`config.mk`:
```
export PLATFORM = sky130hd
export DESIGN_NAME = dmrc_ctrl
export DESIGN_NICKNAME = d
export VERILOG_FILES = /design/src/sv/dmrc_pkg.sv /design/src/sv/dmrc_ctrl.sv
export VERILOG_INCLUDE_DIRS = /design/src /design/src/sv
export SDC_FILE = /design/constraint.sdc
export NUM_CORES = 1
export LEC_CHECK = 0
export BUFFER_PORTS_ARGS = -buffer_cell sky130_fd_sc_hd__buf_2
export CAP_MARGIN = 10
export CORE_AREA = 2 2 39 41
export DETAILED_ROUTE_END_ITERATION = 10
export DIE_AREA = 0 0 41 43
export HOLD_SLACK_MARGIN = 0.15
export PLACE_DENSITY_LB_ADDON = 0.12
export SYNTH_ARGS = -nofsm -noshare
export SYNTH_HDL_FRONTEND = slang
export SYNTH_SLANG_ARGS = --single-unit
```
`constraint.sdc`:
```
create_clock -name clk -period 1.5 [get_ports clk]
set_input_delay 0.075 -clock clk [delete_from_list [all_inputs] [get_ports clk]]
set_output_delay 0.075 -clock clk [all_outputs]
set_load 0.01 [all_outputs]
```
`src/sv/assert_macros.svh`:
```
// ---------------------------------------------------------------------------
// Assertion macros shared by the cache modules.
// Each macro expects a clock named clk and an active-low reset named rst_n.
// ---------------------------------------------------------------------------
`ifndef ASSERT_MACROS_SVH
`define ASSERT_MACROS_SVH

// Same-cycle implication.
`define DMRC_ASSERT(label, ante, cons, msg) \
    label: assert property (@(posedge clk) disable iff (!rst_n) (ante) |-> (cons)) \
        else $error(msg);

// Next-cycle implication.
`define DMRC_ASSERT_NEXT(label, ante, cons, msg) \
    label: assert property (@(posedge clk) disable iff (!rst_n) (ante) |=> (cons)) \
        else $error(msg);

`endif

```
`src/sv/dmrc_pkg.sv`:
```
// ---------------------------------------------------------------------------
// dmrc_pkg
// Geometry, payload types and controller interface of the read cache.
// ---------------------------------------------------------------------------
package dmrc_pkg;

    localparam int LINE_BYTES = 16;
    localparam int NUM_LINES  = 8;
    localparam int MEM_BYTES  = 4096;

    localparam int ADDR_W = $clog2(MEM_BYTES);
    localparam int OFF_W  = $clog2(LINE_BYTES);
    localparam int IDX_W  = $clog2(NUM_LINES);
    localparam int BLK_W  = ADDR_W - OFF_W;
    localparam int TAG_W  = BLK_W - IDX_W;
    localparam int LADDR_W = IDX_W + OFF_W;

    localparam int BYTE_W = 8;
    localparam int MISS_W = 16;
    localparam int TIME_W = 32;

    localparam logic [BYTE_W-1:0] MISS_PENALTY_RST = 8'd20;

    typedef struct packed {
        logic              req_type;
        logic [ADDR_W-1:0] address;
        logic [BYTE_W-1:0] load_byte;
    } req_t;

    typedef struct packed {
        logic              hit;
        logic [BYTE_W-1:0] read_byte;
        logic [TAG_W-1:0]  tag_part;
        logic [IDX_W-1:0]  line_index;
        logic [OFF_W-1:0]  word_offset;
        logic [BLK_W-1:0]  block_number;
        logic [MISS_W-1:0] misses_so_far;
        logic [TIME_W-1:0] elapsed_time;
    } rsp_t;

    // Commands from the controller to the datapath.
    typedef struct packed {
        logic capture;
        logic preload;
        logic lookup;
        logic fill_rd;
        logic out_load;
    } ctrl_cmd_t;

    // Status from the datapath to the controller.
    typedef struct packed {
        logic req_read;
        logic hit;
        logic fill_last;
    } dp_sts_t;

endpackage

```
`src/sv/dmrc_ctrl.sv`:
```
// ---------------------------------------------------------------------------
// dmrc_ctrl
// Sequencer for lookup, line fill and result transfer.
// ---------------------------------------------------------------------------
`include "assert_macros.svh"

module dmrc_ctrl
    import dmrc_pkg::*;
(
    input  logic      clk,
    input  logic      rst_n,
    input  logic      in_valid,
    output logic      in_stall,
    output logic      out_valid,
    input  logic      out_stall,
    input  dp_sts_t   sts,
    output ctrl_cmd_t cmd
);

    typedef enum logic [2:0] {
        ST_IDLE,
        ST_LOOKUP,
        ST_FILL,
        ST_DRAIN,
        ST_SETTLE,
        ST_RESPOND
    } state_t;

    state_t state_reg;
    state_t state_next;
    logic   out_valid_reg;
    logic   out_valid_next;
    logic   out_free;

    assign in_stall = (state_reg != ST_IDLE);
    assign out_free = !out_valid_reg || !out_stall;

    always_comb
    begin
        cmd            = '0;
        state_next     = state_reg;
        out_valid_next = out_valid_reg && out_stall;
        unique case (state_reg)
            ST_IDLE:
            begin
                if (in_valid)
                begin
                    cmd.capture = 1'b1;
                    cmd.preload = !sts.req_read;
                    if (sts.req_read)
                    begin
                        state_next = ST_LOOKUP;
                    end
                end
            end
            ST_LOOKUP:
            begin
                cmd.lookup = 1'b1;
                state_next = sts.hit ? ST_RESPOND : ST_FILL;
            end
            ST_FILL:
            begin
                cmd.fill_rd = 1'b1;
                if (sts.fill_last)
                begin
                    state_next = ST_DRAIN;
                end
            end
            ST_DRAIN:
            begin
                state_next = ST_SETTLE;
            end
            ST_SETTLE:
            begin
                // The line read now sees the byte written by the last fill write.
                state_next = ST_RESPOND;
            end
            ST_RESPOND:
            begin
                if (out_free)
                begin
                    cmd.out_load   = 1'b1;
                    out_valid_next = 1'b1;
                    state_next     = ST_IDLE;
                end
            end
            default:
            begin
                state_next = ST_IDLE;
            end
        endcase
    end

    always_ff @(posedge clk or negedge rst_n)
    begin
        if (!rst_n)
        begin
            state_reg     <= ST_IDLE;
            out_valid_reg <= 1'b0;
        end
        else
        begin
            state_reg     <= state_next;
            out_valid_reg <= out_valid_next;
        end
    end

    assign out_valid = out_valid_reg;

    `DMRC_ASSERT_NEXT(ctrl_fill_ends, (state_reg == ST_FILL) && sts.fill_last,
        state_reg == ST_DRAIN, "fill did not end after the last byte")
    `DMRC_ASSERT_NEXT(ctrl_hit_skips_fill, (state_reg == ST_LOOKUP) && sts.hit,
        state_reg == ST_RESPOND, "hit did not go straight to the result")
    `DMRC_ASSERT(ctrl_result_from_respond, $rose(out_valid_reg),
        $past(state_reg) == ST_RESPOND, "result raised outside the respond state")

endmodule

```
# Word level (Yosys, flattened, before mapping)
# Cells that the tools add are included.
# Widths: inputs -> output; s select.
dict set report word_totals {
  reg_bits 4
  input_bits 7
  output_inout_bits 7
  wordCells 33
}
dict set report classes {
  n_eq_ne 9
  mux 14
  reduce_logical 8
}
# cell count
set op_table {}
lappend op_table {{$pmux 3 s6} 1}
lappend op_table {{$mux 3} 5}
lappend op_table {{$ne 2x2->1 const B} 4}
lappend op_table {{$eq 3x2->1 const B} 2}
lappend op_table {{$eq 3x3->1 const B} 2}
lappend op_table {{$mux 1} 6}
lappend op_table {{$mux 2} 2}
lappend op_table {{$reduce_and 4->1} 1}
lappend op_table {{$eq 3x1->1 const B} 1}
lappend op_table {{$logic_not 1->1} 3}
lappend op_table {{$logic_not 3->1} 1}
lappend op_table {{$reduce_bool 3->1} 1}
lappend op_table {{$logic_and 1x1->1} 1}
lappend op_table {{$logic_or 1x1->1} 1}

# Logic depth before layout (Yosys ltp)
# Gate-level depths: netlist of the first run.
dict set report logic_depth {
  word_depth 4
  ltp_mapped 4
  mapped_depth_nobuf 3
}

# Least setup slack after synthesis of the first run
# No wires, ideal clock.
dict set report synth_path {
  path_kind {flip-flop to output port}
  from {register state_reg[0]}
  to {output cmd[3] in the netlist's numbering}
  arrival_ns 1.122
  required_ns 1.425
  setup_slack_ns 0.303
  stages_incl_launch_ff 3
  path_buffers 0
  path_cell_list {dfrtp_1 > or3_4 > nor3_1}
}
# item line_no
set synth_rtl {}
lappend synth_rtl {{start, declared} dmrc_ctrl.sv:29} ;# state_t state_reg;
lappend synth_rtl {{start signal, assigned} dmrc_ctrl.sv:103} ;# state_reg <= state_next;
lappend synth_rtl {{end, declared} dmrc_ctrl.sv:17} ;# output ctrl_cmd_t cmd

==> flow_summary.ini, run 1 <==
[cells_and_area]
antenna_cells = 0
final_common_cell = buf_2
drive_above_1_share = 0.478
fill_cells = 155
areaGrowthSynthToFinish_pct = 58.3
final_nets = 55
layout_common_cells = buf_2 (13), dlygate4sd3_1 (4), a21oi_1 (3), clkbuf_4 (3), dfrtp_2 (3)
largest_register_ffs = 3
final_core_util = 0.285

[floorplan]
initial_utilization = 0.180
core_mm2 = 0.00138
die_area_mm2 = 0.00176
rows = 14
fp.dieH_um = 43
die_x_um = 41
pin_count = 14

[clocking]
cts_tree = built
cts_buffers = 3
cts-root-buf = clkbuf_4
htreeDepth = 1
cts_buffer_depth = 2
clk_latency_ns = 0.24
path_clk_slew_ns = 0.04
clock-sinks = 4

[grt]
grt_util_all_layers = 0.0776
grt_use_met2 = 0.0969
top_usage_layer = met2
grt_pass1_wl_um = 848
grt_remaining_overflow = 0
antenna_found_initial = 0
grt_util_met3 = 0.0471
grt_use_met1 = 0.0912
grt_max_degree = 10
grt_pass1_vias = 207

[critical_path]
cp_slowest_cell = dfrtp_2
startpoint_type = flip-flop
arrival_ns = 1.34
cp_max_fo = 7
r2r_start = state_reg[0]$_DFFE_PN0P_
end_kind = output pin
worst-path-buf-inv = 1
path_cells = or3_4 -> nor3_2 -> buf_2
crit_family = simple AND/OR/NAND/NOR gates
cp.required_ns = 1.42
crit_type = reg2out
r2r-end = state_reg[0]$_DFFE_PN0P_
ff2ff_setup_slack_ns = 0.37
slowest_delay_ns = 0.43
reg2reg_depth = 3

[synth]
yosys.area.top_type = dfrtp_1
synth.distinct_cells = 16
synth_nets = 34
synthCells = 27
avgSynthCellArea_um2 = 9.22
ys_seq_area_frac = 0.402
syn_area_um2 = 249
synth_area_leaders = dfrtp_1 (40%), a21oi_1 (6.0%), a21o_1 (6.0%), nand3b_1 (6.0%), nand2b_1 (5.0%)
synth_top_area_frac = 0.402
ys_seq_elements = 4
ys.warnings.count = 0

[status]
status = completed

[flow_run]
maxCapViolCount = 0

[drt]
drc_errors = 0
drt_iter0_drc = 7
dr.pass1.iters = 3
antenna_left = 0
wl_per_cell_um = 9.26
wirelength_um = 574
vias_per_cell = 4.19
dr_total_vias = 260

[sta]
skew_ns = 0.00555
worst_pin_slew_ns = 0.320
period_share = 0.943
fin_setup_tns_ns = 0
slew_headroom = 0.786
period_minus_slack_ns = 1.41
hold_violations = 0
rsz0062_at_grt = no
drv_slew = 0
fmaxAchievable_mhz = 707
finalSetupViolCount = 0

[place]
dpl.hpwl_um = 439
gp_congestion = 0.704
port_buffers = 13

[power_and_ir_drop]
vdd_drop_max_mv = 0.724
leakagePower_nw = 0.209
p_per_area_mw_per_mm2 = 1870

[worst_hold_path]
min_path_type = in2async
what timing repair did:
action,in CTS,in global routing
gates resized for setup,0,4
hold endpoints to repair,7,0
setup buffers,0,0
endpoints found under the setup margin,0,1
hold buffers,4,0
cell usage after synthesis:
cell type and n:
nor2_1 2, a211o_1 1, dfrtp_1 4, buf_6 1, a21o_1 2, nor3_1 1, o32ai_1 1, nand3b_1 2
or3_4 1, nor3b_1 1, o21ai_0 1, inv_1 2, nor2_4 1, nand2_1 2, nand2b_1 2, a21oi_1 3
through the flow:
step | setup slack, ns | hold slack [ns] | area [um2] | instances | power (mW)
floorplan | 0.303 | -0.221 | 249 | 27 | 0.489
global placement | 0.310 | -0.110 | 323 | 55 | 0.588
detailed placement | 0.289 | -0.115 | 323 | 55 | 0.583
CTS | 0.0330 | 0.168 | 385 | 62 | 0.732
global route | 0.0159 | 0.176 | 394 | 62 | 0.810
finish | 0.0858 | 0.173 | 394 | 62 | 0.736
layer usage:
| metal | vias up | routed length (um) | part of all wire |
|---|---|---|---|
| met2 | 7 | 282 | 0.49 |
| li1 | 137 | - | - |
| met3 | 0 | 40 | 0.070 |
| met1 | 116 | 251 | 0.44 |
| met5 | - | 0 | 0 |
| met4 | 0 | 0 | 0 |
report_power, final:
group	internal, mW	switching [mW]
Combinational	0.186	0.173
Sequential	0.167	0.0768
Clock	0.0895	0.0438
worst max-delay path by stage:
stage	start	to	slack [ns]	cells past startpoint
3_5_place_dp	state_reg[0]$_DFFE_PN0P_	cmd[3]	0.29	3
5_1_grt	state_reg[0]$_DFFE_PN0P_	cmd[3]	0.02	3
2_1_floorplan	state_reg[0]$_DFFE_PN0P_	cmd[3]	0.30	2
6_report	state_reg[0]$_DFFE_PN0P_	cmd[3]	0.09	3
4_1_cts	state_reg[0]$_DFFE_PN0P_	cmd[3]	0.03	3
3_3_place_gp	state_reg[0]$_DFFE_PN0P_	cmd[3]	0.31	3
area by class of cell:
class / instances / area (um2) / share of cell area
inverter: 2 / 7.51 / 0.0190
clock buffer: 3 / 22.5 / 0.0571
tap: 16 / 20.0 / 0.0508
sequential: 4 / 104 / 0.263
timing repair buffer: 17 / 105 / 0.267
multi-input combinational: 20 / 135 / 0.343
cell families after synthesis:
| logic type | after synthesis | share of synthesized area |
|---|---|---|
| AOI/OAI and AO/OA | 8 | 0.211 |
| buffers and inverters | 3 | 0.0754 |
| DFF | 4 | 0.402 |
| and+or+nand+nor | 12 | 0.312 |
Note: power is estimated with default switching activity, not from simulation.
==> inputs of run 2 (changes only) <==
--- a/config.mk
+++ b/config.mk
@@ -13,6 +13,7 @@
 export DIE_AREA = 0 0 41 43
 export HOLD_SLACK_MARGIN = 0.15
 export PLACE_DENSITY_LB_ADDON = 0.12
+export RECOVER_POWER = 25
 export SYNTH_ARGS = -nofsm -noshare
 export SYNTH_HDL_FRONTEND = slang
 export SYNTH_SLANG_ARGS = --single-unit
==> run 2 against run 1 <==
  * Sequential share of layout area rose by 0.084 points
  * Total power rose by 0.19%
  * Non-clock buffer count did not move
  * Global-route usage did not move
  * Sequential power barely moved
  * Worst hold slack improved by 0.026 ns
  * Critical path type unchanged
  * Largest cell class unchanged
==> flow_summary.ini, run 2 (synthesis gave the netlist of run 1 again) <==
[status]
status = completed

[drt]
antenna_left = 0
vias_per_cell = 4.19
dr_total_vias = 260
dr.pass1.iters = 1
drc_errors = 0
wl_per_cell_um = 9.34
wirelength_um = 579
drt_iter0_drc = 0

[sta]
worst_pin_slew_ns = 0.326
drv_slew = 0
finalSetupViolCount = 0
skew_ns = 0.00543
fin_setup_tns_ns = 0
period_share = 0.944
rsz0062_at_grt = no
period_minus_slack_ns = 1.42
slew_headroom = 0.782
hold_violations = 0
fmaxAchievable_mhz = 706
hold_slack_ns = 0.198

[critical_path]
reg2reg_depth = 3
crit_type = reg2out
r2r_start = state_reg[0]$_DFFE_PN0P_
path_cells = or3_4 -> nor3_2 -> buf_2
slowest_delay_ns = 0.43
r2r-end = state_reg[0]$_DFFE_PN0P_
arrival_ns = 1.34
cp.required_ns = 1.42
end_kind = output pin
startpoint = state_reg[0]$_DFFE_PN0P_
crit_family = simple AND/OR/NAND/NOR gates
crit_cells = 3
worst-path-buf-inv = 1
cp_max_fo = 7
startpoint_type = flip-flop
ff2ff_setup_slack_ns = 0.37
cp_slowest_cell = dfrtp_2

[grt]
grt_util_all_layers = 0.0776
grt_use_met2 = 0.0969
top_usage_layer = met2
grt_use_met1 = 0.0912
grt_pass1_wl_um = 848
antenna_found_initial = 0
grt_pass1_vias = 207
grt_remaining_overflow = 0
grt_util_met3 = 0.0471
grt_max_degree = 10

[cells_and_area]
final_nets = 55
largest_register_ffs = 3
drive_above_1_share = 0.457
final_common_cell = buf_2
instances_no_fill = 62
register_area_um2 = 104
layout_common_cells = buf_2 (12), dlygate4sd3_1 (4), a21oi_1 (3), clkbuf_4 (3), dfrtp_2 (3)
multi_input_area_um2 = 135
fill_cells = 156
areaGrowthSynthToFinish_pct = 57.8
antenna_cells = 0

[floorplan]
die_area_mm2 = 0.00176
fp.dieH_um = 43
initial_utilization = 0.180
pin_count = 14
core_mm2 = 0.00138
rows = 14
die_x_um = 41

[clocking]
cts-root-buf = clkbuf_4
cts_post_setup_buffers_inserted = 0
path_clk_slew_ns = 0.04
cts_buffer_depth = 2
clock-sinks = 4
clk_latency_ns = 0.24
cts_buffers = 3
htreeDepth = 1
cts_tree = built

[flow_run]
maxCapViolCount = 0

[place]
gp_congestion = 0.704
port_buffers = 13
dpl.hpwl_um = 439
dp_cells = 55

[power_and_ir_drop]
p_per_area_mw_per_mm2 = 1880
vdd_drop_max_mv = 0.727
leakagePower_nw = 0.207

[worst_hold_path]
min_path_type = in2async
-- run 2: cell count changes in the layout (fill, tap and decap cells not counted) --
| cell | previous run | this run |
|---|---|---|
| clkbuf_1 | 0 | 1 |
| buf_2 | 13 | 12 |
-- run 2: power by group --
group          switching [mW]  total [mW]  internal, mW
sequential             0.0781       0.245         0.167
combinational           0.174       0.359         0.185
clock                  0.0438       0.133        0.0895
total                   0.296       0.737         0.441
-- run 2: worst register-to-register path: cells and delay by family, from the launching register on --
family	cells	cell delay [ns]
simple gates	2	0.52
flops	1	0.43
compound gates	1	0.12
-- run 2: how the worst max path moves through the flow --
stage | endpoint | slack (ns)
after global routing | cmd[3] | 0.02
after floorplan | cmd[3] | 0.30
after global placement | cmd[3] | 0.31
after detailed placement | cmd[3] | 0.29
final | cmd[3] | 0.08
after CTS | cmd[3] | 0.03
-- run 2: area by class of cell --
type                    instances  area share
repair buffers                 17       0.264
flip-flops and latches          4       0.264
inverters                       2      0.0191
multi-input cells              20       0.344
clock buffers                   3      0.0573
well taps                      16      0.0510
-- run 2: stage by stage --
stage / worst slack, ns / utilization / cell area, um2 / total power [mW]
floorplan: 0.303 / - / 249 / 0.489
global placement: 0.310 / 0.233 / 323 / 0.588
detailed placement: 0.289 / 0.233 / 323 / 0.583
CTS: 0.0330 / 0.278 / 385 / 0.732
global route: 0.0159 / 0.284 / 393 / 0.809
finish: 0.0839 / 0.284 / 393 / 0.737
-- run 2: timing repair --
| item | 4_1_cts | 5_1_grt |
|---|---|---|
| endpoints found under the setup margin | 0 | 1 |
| endpoints found under the hold margin | 7 | 0 |
| gates resized for setup | 0 | 4 |
| hold buffers | 4 | 0 |
-- run 2: metal layers --
metal  vias up  wire length [um]
met5         -                 0
met4         0                 0
met3         0                40
met2         7               289
met1       115               249
li1        138                 -
==> inputs of run 3 (changes only) <==
--- a/config.mk
+++ b/config.mk
@@ -14,6 +14,7 @@
 export HOLD_SLACK_MARGIN = 0.15
 export PLACE_DENSITY_LB_ADDON = 0.12
 export RECOVER_POWER = 25
+export SETUP_SLACK_MARGIN = 0.1
 export SYNTH_ARGS = -nofsm -noshare
 export SYNTH_HDL_FRONTEND = slang
 export SYNTH_SLANG_ARGS = --single-unit
==> run 3 against run 2 <==
  * Combinational power is 36% higher
  * Highest routed layer unchanged
  * Total power is 10% higher
  * First-iteration DRC count stayed put
  * Non-clock buffer count is 4 higher
  * Wire length is 8.6% higher
  * Clock power hardly changed
  * Largest cell class unchanged
  * Critical path depth stayed put
  * Maximum frequency is 5.2% higher
  * Global-route usage is 1.1 points higher
  * Sequential cell count stayed put
  * Sequential power is 22% lower
==> flow_summary.ini, run 3 (synthesis gave the netlist of run 1 again) <==
[place]
place_area_um2 = 323
dp_cells = 55
dpl.hpwl_um = 439
gp_congestion = 0.704
port_buffers = 13

[sta]
fmaxAchievable_mhz = 743
period_minus_slack_ns = 1.35
rsz0062_at_grt = yes
slew_headroom = 0.830
fin_setup_tns_ns = 0
worst_pin_slew_ns = 0.254
period_share = 0.897
skew_ns = 0.00560
finalSetupViolCount = 0
drv_slew = 0
hold_violations = 0

[cells_and_area]
antenna_cells = 0
layout_common_cells = buf_2 (12), dlygate4sd3_1 (4), buf_4 (4)
final_nets = 59
final_core_util = 0.307
instances_no_fill = 66
areaGrowthSynthToFinish_pct = 70.9
fill_cells = 156
fin_area_um2 = 425
final_common_cell = buf_2
largest_register_ffs = 3
drive_above_1_share = 0.480

[floorplan]
fp.dieH_um = 43
pin_count = 14
rows = 14
die_x_um = 41
initial_utilization = 0.180
die_area_mm2 = 0.00176
core_mm2 = 0.00138

[critical_path]
cp_max_fo = 3
cp.required_ns = 1.42
arrival_ns = 1.27
crit_type = reg2out
startpoint_type = flip-flop
reg2reg_depth = 5
end_kind = output pin
r2r-end = state_reg[0]$_DFFE_PN0P_
r2r_start = state_reg[2]$_DFFE_PN0P_
ff2ff_setup_slack_ns = 0.29

[flow_run]
maxCapViolCount = 0

[drt]
drc_errors = 0
dr_total_vias = 270
wirelength_um = 629
vias_per_cell = 4.09
drt_iter0_drc = 0
wl_per_cell_um = 9.53
dr.pass1.iters = 1
antenna_left = 0

[power_and_ir_drop]
vdd_drop_max_mv = 0.669
p_per_area_mw_per_mm2 = 1910
leakagePower_nw = 0.232

[grt]
grt_util_all_layers = 0.0887
grt_max_degree = 8
grt_pass1_wl_um = 1000
grt_pass1_vias = 255
antenna_found_initial = 0
grt_remaining_overflow = 0

[clocking]
htreeDepth = 1
cts_buffer_depth = 2
cts-root-buf = clkbuf_4
path_clk_slew_ns = 0.04
cts_buffers = 3
clock-sinks = 4
clk_latency_ns = 0.24
cts_tree = built

[worst_hold_path]
min_path_type = in2async

[status]
status = completed
## run 3: worst max path at each step
stage | from | endpoint | cells past startpoint
global route | state_reg[0]$_DFFE_PN0P_ | cmd[3] | 3
finish | state_reg[0]$_DFFE_PN0P_ | cmd[3] | 3
global placement | state_reg[0]$_DFFE_PN0P_ | cmd[3] | 3
detailed placement | state_reg[0]$_DFFE_PN0P_ | cmd[3] | 3
floorplan | state_reg[0]$_DFFE_PN0P_ | cmd[3] | 2
CTS | state_reg[1]$_DFFE_PN0P_ | cmd[3] | 3
## run 3: repair_timing
item / 4_1_cts / 5_1_grt
setup buffers: 4 / 0
hold buffers: 4 / 0
hold endpoints to repair: 7 / 0
setup endpoints to repair: 2 / 2
resized for setup: 1 / 2
pin swaps: 0 / 0
cloned: 0 / 0
## run 3: cell type report
| class | instances | area, um2 | share of cell area |
|---|---|---|---|
| Inverter | 2 | 7.51 | 0.0176 |
| Tap cell | 16 | 20.0 | 0.0471 |
| Clock buffer | 3 | 22.5 | 0.0529 |
| Sequential cell | 4 | 101 | 0.238 |
| Timing Repair Buffer | 21 | 134 | 0.315 |
| Multi-Input combinational cell | 20 | 140 | 0.329 |
## run 3: power by group
group | internal, mW | switching [mW]
clock | 0.0895 | 0.0439
sequential | 0.161 | 0.0305
combinational | 0.247 | 0.240
total | 0.498 | 0.314
## run 3: layer usage
layer / vias up / GRT usage / routed length (um)
met4: 0 / 0.0600 / 0
met1: 116 / 0.0977 / 257
met3: 0 / 0.0471 / 40
li1: 147 / - / -
met5: - / 0 / 0
met2: 7 / 0.125 / 332
## run 3: critical path: stages (launching register included)
cell     delay, ns
dfrtp_1       0.37
or3_4         0.42
nor3_2        0.10
buf_2         0.15
## run 3: stage by stage
stage	setup WS (ns)	hold slack, ns	power (mW)
floorplan	0.303	-0.221	0.489
global placement	0.310	-0.110	0.588
detailed placement	0.289	-0.115	0.583
CTS	0.110	0.168	0.809
global route	0.0882	0.215	0.894
finish	0.154	0.199	0.812
